### src/sv/smc_pkg.sv
package smc_pkg;

  // Transaction kind held while the bus is busy.
  typedef enum logic [1:0] {
    OP_IDLE  = 2'd0,
    OP_WRITE = 2'd1,
    OP_READ  = 2'd2
  } op_t;

  // Request codes carried by the action field.
  localparam logic [1:0] ACT_TICK  = 2'd0;
  localparam logic [1:0] ACT_WRITE = 2'd1;
  localparam logic [1:0] ACT_READ  = 2'd2;

  // Waveform segments of a transaction.
  typedef enum logic [2:0] {
    SEG_START    = 3'd0,
    SEG_STOP     = 3'd1,
    SEG_SEND_WA  = 3'd2,
    SEG_SEND_REG = 3'd3,
    SEG_SEND_DAT = 3'd4,
    SEG_SEND_RA  = 3'd5,
    SEG_RECV     = 3'd6
  } seg_t;

  // Sub-tick phases of one bit: data set, clock high, clock low.
  localparam logic [1:0] SUB_SETUP = 2'd0;
  localparam logic [1:0] SUB_HIGH  = 2'd1;
  localparam logic [1:0] SUB_LOW   = 2'd2;

  // Eight data bits, then the ninth (acknowledge) bit at this index.
  localparam logic [3:0] ACK_BIT = 4'd8;
  localparam int unsigned BYTE_MSB = 7;

  // Segments in each transaction.
  localparam logic [3:0] WRITE_SEGS = 4'd5;
  localparam logic [3:0] READ_SEGS  = 4'd8;

  // Configuration register indexes.
  localparam logic [0:0] CFG_WRITE_ADDR = 1'b0;
  localparam logic [0:0] CFG_READ_ADDR  = 1'b1;

  // One request word.
  typedef struct packed {
    logic [1:0] action;
    logic [7:0] register_address;
    logic [7:0] write_data;
    logic       data_line_in;
  } smc_item_t;

  // One result word.
  typedef struct packed {
    logic       clock_line;
    logic       data_line_out;
    logic       data_drive_enable;
    logic       busy_res;
    logic       done_res;
    logic [7:0] read_data;
  } smc_result_t;

  // Segment sequence of each transaction kind.
  function automatic seg_t plan_seg(op_t kind, logic [3:0] idx);
    seg_t seg;
    seg = SEG_START;
    if (kind == OP_READ) begin
      case (idx)
        4'd0:    seg = SEG_START;
        4'd1:    seg = SEG_SEND_WA;
        4'd2:    seg = SEG_SEND_REG;
        4'd3:    seg = SEG_STOP;
        4'd4:    seg = SEG_START;
        4'd5:    seg = SEG_SEND_RA;
        4'd6:    seg = SEG_RECV;
        4'd7:    seg = SEG_STOP;
        default: seg = SEG_START;
      endcase
    end else begin
      case (idx)
        4'd0:    seg = SEG_START;
        4'd1:    seg = SEG_SEND_WA;
        4'd2:    seg = SEG_SEND_REG;
        4'd3:    seg = SEG_SEND_DAT;
        4'd4:    seg = SEG_STOP;
        default: seg = SEG_START;
      endcase
    end
    return seg;
  endfunction

endpackage

### src/sv/smc_seq.sv
module smc_seq
  import smc_pkg::*;
(
  input  logic        clk,
  input  logic        rst,
  input  logic        step_en,
  input  smc_item_t   item,
  input  logic [7:0]  write_address,
  input  logic [7:0]  read_address,
  output smc_result_t result
);

  op_t        op_kind;
  op_t        op_kind_next;
  logic [3:0] seg_index;
  logic [3:0] seg_index_next;
  logic [3:0] bit_index;
  logic [3:0] bit_index_next;
  logic [1:0] sub_tick;
  logic [1:0] sub_tick_next;
  logic [7:0] shift_reg;
  logic [7:0] shift_reg_next;
  logic [7:0] received_byte;
  logic [7:0] received_byte_next;
  logic       pin_clk;
  logic       pin_clk_next;
  logic       pin_dat;
  logic       pin_dat_next;
  logic       pin_oe;
  logic       pin_oe_next;
  logic [7:0] held_register;
  logic [7:0] held_register_next;
  logic [7:0] held_data;
  logic [7:0] held_data_next;

  logic       active;
  logic       start_req;
  op_t        kind_e;
  logic [3:0] seg_e;
  logic [3:0] bit_e;
  logic [1:0] sub_e;
  seg_t       seg;
  logic [7:0] sr_cur;
  logic       last_tick;
  logic [3:0] seg_inc;
  logic [3:0] seg_count;
  logic       busy;
  logic       done;

  // One waveform step: decode the current segment and advance the counters.
  always_comb begin
    active    = (op_kind == OP_WRITE) || (op_kind == OP_READ);
    start_req = !active && ((item.action == ACT_WRITE) || (item.action == ACT_READ));

    held_register_next = start_req ? item.register_address : held_register;
    held_data_next     = start_req ? item.write_data : held_data;

    kind_e = start_req ? op_t'(item.action) : (active ? op_kind : OP_IDLE);
    seg_e  = start_req ? 4'd0 : seg_index;
    bit_e  = start_req ? 4'd0 : bit_index;
    sub_e  = start_req ? SUB_SETUP : sub_tick;

    seg       = plan_seg(kind_e, seg_e);
    seg_count = (kind_e == OP_WRITE) ? WRITE_SEGS : READ_SEGS;
    seg_inc   = seg_e + 4'd1;

    op_kind_next       = kind_e;
    seg_index_next     = seg_e;
    bit_index_next     = bit_e;
    sub_tick_next      = sub_e;
    shift_reg_next     = shift_reg;
    received_byte_next = received_byte;
    pin_clk_next       = pin_clk;
    pin_dat_next       = pin_dat;
    pin_oe_next        = pin_oe;
    sr_cur             = shift_reg;
    last_tick          = 1'b0;
    busy               = 1'b0;
    done               = 1'b0;

    if (kind_e != OP_IDLE) begin
      busy = 1'b1;
      unique case (seg)
        SEG_START: begin
          pin_clk_next = (sub_e != SUB_LOW);
          pin_dat_next = (sub_e == SUB_SETUP);
          pin_oe_next  = 1'b1;
          last_tick    = (sub_e == SUB_LOW);
        end
        SEG_STOP: begin
          pin_clk_next = (sub_e != SUB_SETUP);
          pin_dat_next = (sub_e == SUB_LOW);
          pin_oe_next  = 1'b1;
          last_tick    = (sub_e == SUB_LOW);
        end
        SEG_RECV: begin
          pin_clk_next = (sub_e == SUB_HIGH);
          if (bit_e < ACK_BIT) begin
            // Released line: sample on the clock-high tick.
            pin_oe_next = 1'b0;
            if (sub_e == SUB_HIGH) begin
              shift_reg_next = {shift_reg[BYTE_MSB-1:0], item.data_line_in};
            end
          end else begin
            // Driven-high not-acknowledge.
            pin_dat_next = 1'b1;
            pin_oe_next  = 1'b1;
          end
          last_tick = (bit_e == ACK_BIT) && (sub_e == SUB_LOW);
          if (last_tick) begin
            received_byte_next = shift_reg;
          end
        end
        SEG_SEND_WA, SEG_SEND_REG, SEG_SEND_DAT, SEG_SEND_RA: begin
          // Load the byte at the first tick of the segment.
          if ((bit_e == 4'd0) && (sub_e == SUB_SETUP)) begin
            case (seg)
              SEG_SEND_WA:  sr_cur = write_address;
              SEG_SEND_REG: sr_cur = held_register_next;
              SEG_SEND_DAT: sr_cur = held_data_next;
              default:      sr_cur = read_address;
            endcase
          end
          shift_reg_next = sr_cur;
          pin_clk_next   = (sub_e == SUB_HIGH);
          if (bit_e < ACK_BIT) begin
            pin_dat_next = sr_cur[BYTE_MSB];
            pin_oe_next  = 1'b1;
            if (sub_e == SUB_LOW) begin
              shift_reg_next = {sr_cur[BYTE_MSB-1:0], 1'b0};
            end
          end else begin
            // Released ninth bit, acknowledge ignored.
            pin_oe_next = 1'b0;
          end
          last_tick = (bit_e == ACK_BIT) && (sub_e == SUB_LOW);
        end
        default: begin
          last_tick = 1'b0;
        end
      endcase

      // Counter advance.
      if (sub_e != SUB_LOW) begin
        sub_tick_next = sub_e + 2'd1;
      end else begin
        sub_tick_next  = SUB_SETUP;
        bit_index_next = bit_e + 4'd1;
      end
      if (last_tick) begin
        sub_tick_next  = SUB_SETUP;
        bit_index_next = 4'd0;
        seg_index_next = seg_inc;
        if (seg_inc >= seg_count) begin
          op_kind_next   = OP_IDLE;
          seg_index_next = 4'd0;
          done           = 1'b1;
        end
      end
    end

    result.clock_line        = pin_clk_next;
    result.data_line_out     = pin_dat_next;
    result.data_drive_enable = pin_oe_next;
    result.busy_res          = busy;
    result.done_res          = done;
    result.read_data         = received_byte_next;
  end

  // Sequencer state, advanced once per word.
  always_ff @(posedge clk) begin
    if (rst) begin
      op_kind       <= OP_IDLE;
      seg_index     <= 4'd0;
      bit_index     <= 4'd0;
      sub_tick      <= SUB_SETUP;
      shift_reg     <= 8'd0;
      received_byte <= 8'd0;
      pin_clk       <= 1'b1;
      pin_dat       <= 1'b1;
      pin_oe        <= 1'b1;
    end else if (step_en) begin
      op_kind       <= op_kind_next;
      seg_index     <= seg_index_next;
      bit_index     <= bit_index_next;
      sub_tick      <= sub_tick_next;
      shift_reg     <= shift_reg_next;
      received_byte <= received_byte_next;
      pin_clk       <= pin_clk_next;
      pin_dat       <= pin_dat_next;
      pin_oe        <= pin_oe_next;
    end
  end

  // Request bytes latched at the start of a transaction.
  always_ff @(posedge clk) begin
    if (step_en) begin
      held_register <= held_register_next;
      held_data     <= held_data_next;
    end
  end

endmodule

### src/sv/sccb_master_controller_unit.sv
// SCCB master clocked by its input stream: every accepted word is one bus
// delay tick and gives exactly one result word with the pin levels of that
// tick. A word with action write or read starts a transaction when the bus is
// idle and is ignored otherwise; bytes go out MSB first in three ticks per bit
// with an unchecked ninth bit. The block takes one word per cycle unless a
// full result register waits on m_tready; each word passes the input
// register, then the sequencer step into the result register. The user must
// write the two device address registers through the cfg port only while no
// transaction is running; the block itself does not enforce this.
module sccb_master_controller_unit
  import smc_pkg::*;
(
  input  logic        clk,
  input  logic        rst,
  // Request words.
  input  logic        s_tvalid,
  output logic        s_tready,
  input  logic [23:0] s_tdata,  // [7:0] register_address, [15:8] write_data,
                                // [16] data_line_in, [23:17] zero
  input  logic [1:0]  s_tuser,  // [1:0] action
  // Result words.
  output logic        m_tvalid,
  input  logic        m_tready,
  output logic [15:0] m_tdata,  // [0] clock_line, [1] data_line_out,
                                // [2] data_drive_enable, [3] busy_res,
                                // [4] done_res, [12:5] read_data, [15:13] zero
  // Configuration writes.
  input  logic        cfg_valid,
  output logic        cfg_ready,
  input  logic [0:0]  cfg_index,
  input  logic [7:0]  cfg_data
);

  logic        in_valid;
  smc_item_t   in_item;
  logic        out_valid;
  smc_result_t out_res;
  smc_result_t step_res;
  logic        advance;
  logic [7:0]  write_address;
  logic [7:0]  read_address;

  // Stage handshake: the step fires when the result register can take it.
  assign advance  = in_valid && (!out_valid || m_tready);
  assign s_tready = !in_valid || advance;
  assign m_tvalid = out_valid;
  assign m_tdata  = {3'b000, out_res.read_data, out_res.done_res, out_res.busy_res,
                     out_res.data_drive_enable, out_res.data_line_out,
                     out_res.clock_line};
  assign cfg_ready = 1'b1;

  // Input register.
  always_ff @(posedge clk) begin
    if (rst) begin
      in_valid <= 1'b0;
    end else if (s_tvalid && s_tready) begin
      in_valid <= 1'b1;
    end else if (advance) begin
      in_valid <= 1'b0;
    end
  end

  always_ff @(posedge clk) begin
    if (s_tvalid && s_tready) begin
      in_item.action           <= s_tuser;
      in_item.register_address <= s_tdata[7:0];
      in_item.write_data       <= s_tdata[15:8];
      in_item.data_line_in     <= s_tdata[16];
    end
  end

  // Result register.
  always_ff @(posedge clk) begin
    if (rst) begin
      out_valid <= 1'b0;
    end else if (advance) begin
      out_valid <= 1'b1;
    end else if (m_tready) begin
      out_valid <= 1'b0;
    end
  end

  always_ff @(posedge clk) begin
    if (advance) begin
      out_res <= step_res;
    end
  end

  // Device address registers.
  always_ff @(posedge clk) begin
    if (rst) begin
      write_address <= 8'd66;
      read_address  <= 8'd67;
    end else if (cfg_valid && cfg_ready) begin
      unique case (cfg_index)
        CFG_WRITE_ADDR: write_address <= cfg_data;
        CFG_READ_ADDR:  read_address  <= cfg_data;
        default:        write_address <= write_address;
      endcase
    end
  end

  smc_seq u_seq (
    .clk           (clk),
    .rst           (rst),
    .step_en       (advance),
    .item          (in_item),
    .write_address (write_address),
    .read_address  (read_address),
    .result        (step_res)
  );

endmodule
### config.mk
export PLATFORM = sky130hd
export DESIGN_NAME = sccb_master_controller_unit
export DESIGN_NICKNAME = d
export VERILOG_FILES = /design/src/sv/smc_pkg.sv /design/src/sv/smc_seq.sv /design/src/sv/sccb_master_controller_unit.sv
export SDC_FILE = /design/constraint.sdc
export NUM_CORES = 1
export LEC_CHECK = 0
export BUFFER_PORTS_ARGS = -buffer_cell sky130_fd_sc_hd__buf_2
export CORE_AREA = 2 2 84 106
export CTS_BUF_LIST = sky130_fd_sc_hd__clkbuf_2 sky130_fd_sc_hd__clkbuf_4 sky130_fd_sc_hd__clkbuf_8
export DETAILED_ROUTE_END_ITERATION = 10
export DIE_AREA = 0 0 86 108
export GPL_ROUTABILITY_DRIVEN = 0
export PLACE_DENSITY = 0.8
export SKIP_CTS_REPAIR_TIMING = 1
export SYNTH_ARGS = -nofsm -noshare
export SYNTH_HDL_FRONTEND = slang
export SYNTH_SLANG_ARGS = --single-unit
export TNS_END_PERCENT = 10
### constraint.sdc
create_clock -name clk -period 3.95 [get_ports clk]
set_clock_uncertainty 0.1 [all_clocks]
set_input_delay 0.79 -clock clk [delete_from_list [all_inputs] [get_ports clk]]
set_output_delay 0.79 -clock clk [all_outputs]
set_load 0.005 [all_outputs]
# After elaboration in Yosys (flattened, before gate mapping)
# Memories as Yosys holds them, arrays and structs flattened.
# Cells that the tools add are included.
# Widths: inputs -> output; s select.
# classes
add_sub_neg,3
n_lt_le_gt_ge,2
n_eq_ne,22
muxes,51
n_bitwise,1
reduce_logical,27
# ops
cell,count
$mux 8,10
$mux 4,9
$pmux 8 s3,1
$mux 2,9
$pmux 8 s2,1
$mux 1,14
$pmux 3 s4,1
$reduce_bool 2->1,5
$eq 3x3->1 const B,3
$add 4x1->4 const B,2
$eq 2x1->1 const B,4
$eq 2x2->1 const B,4
$eq 4x2->1 const B,2
$eq 3x2->1 const B,2
$mux 3,2
$pmux 1 s3,2
$reduce_and 2->1,3
$logic_and 1x1->1,5
$reduce_and 5->1,1
$reduce_or 5->1,1
$eq 4x1->1 const B,1
$eq 4x3->1 const B,1
$eq 4x4->1 const B,1
$ge 4x4->1,1
other kinds (15),21
# word_totals
regBits,97
romBits,24
wordCells,132
memories,1
# memory_table
name,words,width,rd,rd_clocked_by_memory_dff,write_ports,line_no,source
(no name shown),8,3,1,0,0,smc_pkg.sv:66,case (idx)

# Depth between registers and ports, before layout
# logic_depth
word_depth,14
mapped_depth,15

# By module
# From an unflattened synthesis, not the netlist that was laid out.
# hier_totals
cells_unflattened,501
hier_area_um2,4983.5
# by_module_without_submodules
module,n_inst,cells_per_inst,area_each_um2,seq_area_each_um2
smc_seq,1,392,3245.6,1101.1
sccb_master_controller_unit,1,109,1737.9,1321.3

# Least setup slack after synthesis
# OpenSTA, ideal clock, no wires.
# synth_path
kind,register to register
from,register in_item[17] in the netlist's numbering
to,register u_seq.seg_index[2]
arrival_time_ns,3.008
required_ns,3.780
path_slack_ns,0.772
path_stages_with_launch,14
synth_period_minus_slack_ns,3.178
path_cell_list,edfxtp_1 > xor2_1 > and2_1 > buf_4 > clkbuf_1 > clkbuf_1 > a21oi_1 > ha_1 > a21oi_1 > o21ai_0 > a21o_1 > nor4b_2 > a21boi_0 > o21bai_1
# synth_via
elab_chain_len,13
# synth_lines
element,line_no,source
start: declaration,sccb_master_controller_unit.sv:35,smc_item_t in_item;
$eq 2x1->1 or $eq 2x2->1 (tied branches),smc_seq.sv:53,start_req = !active && ((item.action == ACT_WRITE) || (item.action == ACT_READ));
$logic_or 1x1->1,smc_seq.sv:53,
$logic_and 1x1->1,smc_seq.sv:53,
$mux 4,smc_seq.sv:59,seg_e = start_req ? 4'd0 : seg_index;
"$mem_v2 8x3, or another cell as far along",--,
$mux 3 or $pmux 3 s4 (tied branches),"smc_pkg.sv:66, smc_pkg.sv:78",
$mux 3,smc_pkg.sv:65,if (kind == OP_READ) begin
"$eq 3x3->1, or another cell as far along",smc_seq.sv:83,unique case (seg)
$reduce_or 5->1 (no line) or $reduce_or 2->1 (tied branches),--,
$pmux 1 s2,smc_seq.sv:83,
$mux 1,smc_seq.sv:81,if (kind_e != OP_IDLE) begin
$mux 4,smc_seq.sv:150,if (last_tick) begin
$mux 4 (*),smc_seq.sv:81,
end signal: assignment,smc_seq.sv:184,seg_index <= seg_index_next;
end: declaration,smc_seq.sv:15,logic [3:0] seg_index;
# Every way passes the cells marked *; elsewhere a longest branch is shown, timed or not. The select of a mux whose other input is x is not followed.
# A chain may end at the register's enable or synchronous reset.

# Worst setup path after layout
# layout_path
from,register u_seq.op_kind[0]
to,register u_seq.seg_index[2]
# layout_via
elab_chain_len,14
# layout_lines
element,line_no,source
start: declaration,smc_seq.sv:13,op_t op_kind;
start signal: assignment,smc_seq.sv:183,op_kind <= op_kind_next;
$eq 2x1->1 or $eq 2x2->1 (tied branches),smc_seq.sv:52,active = (op_kind == OP_WRITE) || (op_kind == OP_READ);
$logic_or 1x1->1,smc_seq.sv:52,
$logic_not 1->1,smc_seq.sv:53,
$logic_and 1x1->1,smc_seq.sv:53,
$mux 4,smc_seq.sv:59,
"$mem_v2 8x3, or another cell as far along",--,
$mux 3 or $pmux 3 s4 (tied branches),"smc_pkg.sv:66, smc_pkg.sv:78",
$mux 3,smc_pkg.sv:65,
"$eq 3x3->1, or another cell as far along",smc_seq.sv:83,
$reduce_or 5->1 (no line) or $reduce_or 2->1 (tied branches),--,
$pmux 1 s2,smc_seq.sv:83,
$mux 1,smc_seq.sv:81,
$mux 4,smc_seq.sv:150,
$mux 4 (*),smc_seq.sv:81,
# Marks and branches as above.

==> run summary <==
The flow ran to the end, and the final reports show no timing, DRC or antenna violations. The hold path endpoint is read_address[5]$_SDFFE_PP0P_. The initial core utilization came out at 0.594. The die covers 9290 um2.

Final hold analysis gives a worst-case slack of 366 ps. The total length of routed wires came out at 10600 um. Register with the highest flop count: in_item.

The logs give 0 for the total count of hold-check failures in the final report and 0.459 for the relative slew slack. The maximum level of the CTS H-tree was 3; the simple-gate area share of the yosys netlist was 0.199. The worst hold path class is register to register. Setup violations remaining at the end of the flow were counted as 0. Buffers placed on the I/O ports in this run total 47. Max-cap check violation count: 0.

The clock period could shrink to 3600 ps. TritonCTS built the clock tree. For the worst setup path, the data required time is 4150 ps. The fraction of synthesized area in multiplexers was 0.0663; the flip-flop and latch count after synthesis was 97. STA classifies the critical path startpoint as a register. The placeable core region is 8190 um2, and the number of max-slew violations in the final report is 0. Synthesis produced a netlist whose cell count is 509.

The slew at the pin closest to its max-slew limit came out at 811 ps. The via count of the first global-routing pass was 3674; the post-synthesis instance area was 4870 um2. The biggest area contributor in the post-synthesis netlist is edfxtp_1. The final non-filler cell area came out at 5310 um2.

The number of distinct library cells after synthesis is 66, and the power share of the sequential group is 0.584. For the fraction of the yosys area taken by sequential cells, the log shows 0.498. In the synthesized netlist the dominant register cell turns out to be dfxtp_1. The tools report the data arrival time at the worst-slack endpoint as 3800 ps. The latest clock arrival within the worst-skew pair was 370 ps; the proportion of netlist area held by the largest area contributor was 0.296. Clock-pin slew was measured on the worst setup and hold paths at 100 ps. During I/O placement, the number of pins put on the boundary was 59. Summing all placed instances gives a cell area of 5130 um2. The logs give 0 for the initial antenna violation count and 0 for the DRC violations left. The worst setup timing slack at the placement stage came out at 462 ps. The run gives 17300 um as the global-route wire length before repair. The worst setup margin is 351 ps, and the fmax is 278 MHz. Walking the worst path, the cells encountered are inv_1 > ha_1 > nor2b_1 > o21a_1 > a21oi_1 > or2_2 > inv_1 > ha_1 > nand2b_1 > a21oi_1 > o21ai_0 > a21o_1 > nor4b_2 > a21boi_0 > o21bai_1.

Reg-to-reg critical path endpoint: u_seq.seg_index[2]$_SDFFE_PP0P_. Once detailed placement completed, the half-perimeter wirelength came to 7570 um. Summed over all failing endpoints, the final setup total negative slack is 0 ps. Grouping stages by cell kind, the critical path spends the most delay in simple AND/OR/NAND/NOR gates. The worst setup path is of the register to register kind. IR analysis of the VDD net gives a maximum drop of 0.000253 V.

The number of enable-type register cells in the synthesized netlist was 48. The switching part of the total is 0.262. The compound-gate portion of the synthesized area works out to 0.168. The worst register-to-register path has a depth of 15. The post-synthesis xor/xnor area fraction is 0.00720. The worst hold path begins at read_address[5]$_SDFFE_PP0P_. The number of optimization iterations in the first detailed-route pass is 5.

After synthesis, the largest family of logic cells by area is simple AND/OR/NAND/NOR gates. Routed via count divided by cell count: 6.06. Yosys printed 0 warnings.

The count of buffer and inverter cells on the critical path was 2. The die is 86 um wide. The tools report the overall via count from detail_route as 3908. In this run the power spent charging and discharging nets is 0.505 mW. In this run, the number of DRC markers left after iteration 0 of detailed routing was 340.

In the final routed layout, each cell accounts on average for 16.5 um. The register with the most flip-flops in the layout has 19 of them. The tools report the minimum setup slack among reg-to-reg paths as 350 ps. Counting along the longest clock path gives a buffer depth of 2.

The cell with the largest stage delay on the worst path is ha_1. The fraction of the mapped netlist area in adder cells was 0.0180; the maximum single-stage delay on the critical path was 500 ps. Leaving out fill and tap cells, the most frequent cells in the layout are 98 x nand2_1, 49 x dfxtp_1, 48 x edfxtp_1. The fraction of layout instances using a drive strength above 1 came out at 0.172.

The area growth from synthesis to layout is 9.05%. For this design the static power due to leakage is 2.08 nW. Setup repair after global routing left no endpoint under its margin.

In the post-synthesis netlist, the biggest area contributors are edfxtp_1 30%, dfxtp_1 20%, nand2_1 7.6%. The final layout contains 590 nets. The most frequent standard cell in the layout excluding fill and tap cells was nand2_1. The logs give 42 for the pin count of the biggest net entering global routing and 0.312 for the part of the total power dissipated in the clock network.

The initialized floorplan defines 37 standard-cell rows. The async set-reset flop share out of synthesis was 0. In this run the remaining antenna-violating nets after routing total 0.

The internal power of the cells totals 1.42 mW. The root buffer cell chosen for the clock tree is clkbuf_8. The number of antenna diodes in the final layout is 0. TritonCTS created 9 clock buffers. The final clock period utilization by the worst path is 0.911, and the biggest fanout along the worst timing path is 12. The tree built by TritonCTS fans out to 97 sinks. The post-synthesis average cell area was 9.56 um2; the share of total power in combinational logic was 0.104. The type of element capturing the critical path is a register. The worst hold path was traced through 2 stages. The total routing resource utilization after global routing is 0.236. After global routing the overflow that remains totals 0. The power density over cell area was 363 nW/um2.

The tools report the worst flop-to-flop path startpoint as u_seq.op_kind[0]$_SDFFE_PP0P_. The run gives 674 as the filler cell count in the final layout. The overall die height was 108 um.
-- final cells by class --
class | count | area (um2) | share of cell area
flip-flops and latches | 97 | 2420 | 0.456
clock inverters | 5 | 37.5 | 0.00707
well taps | 97 | 121 | 0.0229
clock buffers | 11 | 139 | 0.0262
multi-input cells | 368 | 2250 | 0.423
inverters | 12 | 45.0 | 0.00849
repair buffers | 55 | 295 | 0.0556
-- metal layers --
layer,part of all wire,wire length [um],up-vias,track usage
met5,0,0,-,0
met3,0.051,538,32,0.0336
met2,0.52,5480,150,0.410
met1,0.40,4220,1831,0.276
met4,0.037,397,0,0.141
li1,-,-,1895,-
-- logic make-up (layout without fill, tap and decap cells) --
family | Yosys count | count (layout)
AO/OA/AOI/OAI | 121 | 121
XOR/XNOR | 4 | 4
adder cells (fa/ha/maj) | 7 | 7
buffers and inverters | 46 | 83
flip-flops | 97 | 97
multiplexers | 31 | 31
other | 2 | 4
AND/OR/NAND/NOR | 201 | 201
-- metrics by stage --
| step | cells | total power [mW] | util |
|---|---|---|---|
| floorplan | 511 | 1.28 | - |
| global placement | 629 | 1.34 | 0.626 |
| detailed placement | 629 | 1.35 | 0.626 |
| CTS | 645 | 1.93 | 0.648 |
| global route | 645 | 2.00 | 0.648 |
| finish | 645 | 1.93 | 0.648 |
-- worst reg2reg max path, cell delays in order, from the launching register on --
cell	delay, ps
dfxtp_1	380
inv_1	60
ha_1	500
nor2b_1	280
o21a_1	140
a21oi_1	40
or2_2	320
inv_1	90
ha_1	220
nand2b_1	130
a21oi_1	130
o21ai_0	90
a21o_1	220
nor4b_2	450
a21boi_0	260
o21bai_1	130
-- worst max path at each step --
stage          slack, ps                         endpoint                          start  depth (start not counted)
2_1_floorplan        770  u_seq.seg_index[2]$_SDFFE_PP0P_          in_item[17]$_DFFE_PP_                         13
4_1_cts              420  u_seq.seg_index[2]$_SDFFE_PP0P_  u_seq.op_kind[0]$_SDFFE_PP0P_                         15
5_1_grt               20  u_seq.seg_index[2]$_SDFFE_PP0P_  u_seq.op_kind[0]$_SDFFE_PP0P_                         15
3_3_place_gp         580  u_seq.seg_index[2]$_SDFFE_PP0P_  u_seq.op_kind[0]$_SDFFE_PP0P_                         15
6_report             350  u_seq.seg_index[2]$_SDFFE_PP0P_  u_seq.op_kind[0]$_SDFFE_PP0P_                         15
3_5_place_dp         460  u_seq.seg_index[2]$_SDFFE_PP0P_  u_seq.op_kind[0]$_SDFFE_PP0P_                         15
-- cell usage after synthesis (2+ instances only) --
library cell and n:
nor4_1 2, nand2_1 98, o31ai_1 3, o211ai_1 9, a21oi_1 36, nor2_1 29, a221o_1 6, clkbuf_1 23
buf_2 2, nor3b_1 2, buf_1 2, or3_1 4, nor2b_1 15, a2bb2oi_1 2, nor3_1 5, conb_1 2
o21ai_0 16, and2_1 7, a211oi_1 4, nand3_1 8, edfxtp_1 48, o22ai_1 6, o21bai_1 2, a21boi_1 2
a32oi_1 2, o21a_1 3, nand2b_1 12, nand4_1 4, a21o_1 3, o221ai_1 2, buf_4 6, dfxtp_1 49
xor2_1 3, and3_1 2, or2_2 3, a311oi_1 7, a31oi_1 4, mux2i_1 21, a22o_1 3, ha_1 7
inv_1 11, mux2_2 10
-- power by group through the flow --
stage,Combinational (mW),Sequential [mW],Clock [mW]
global route,0.225,1.13,0.646
detailed placement,0.199,1.15,0
global placement,0.192,1.15,0
floorplan,0.141,1.14,0
finish,0.200,1.13,0.600
CTS,0.200,1.13,0.606
Note: power is estimated with default switching activity, not from simulation.
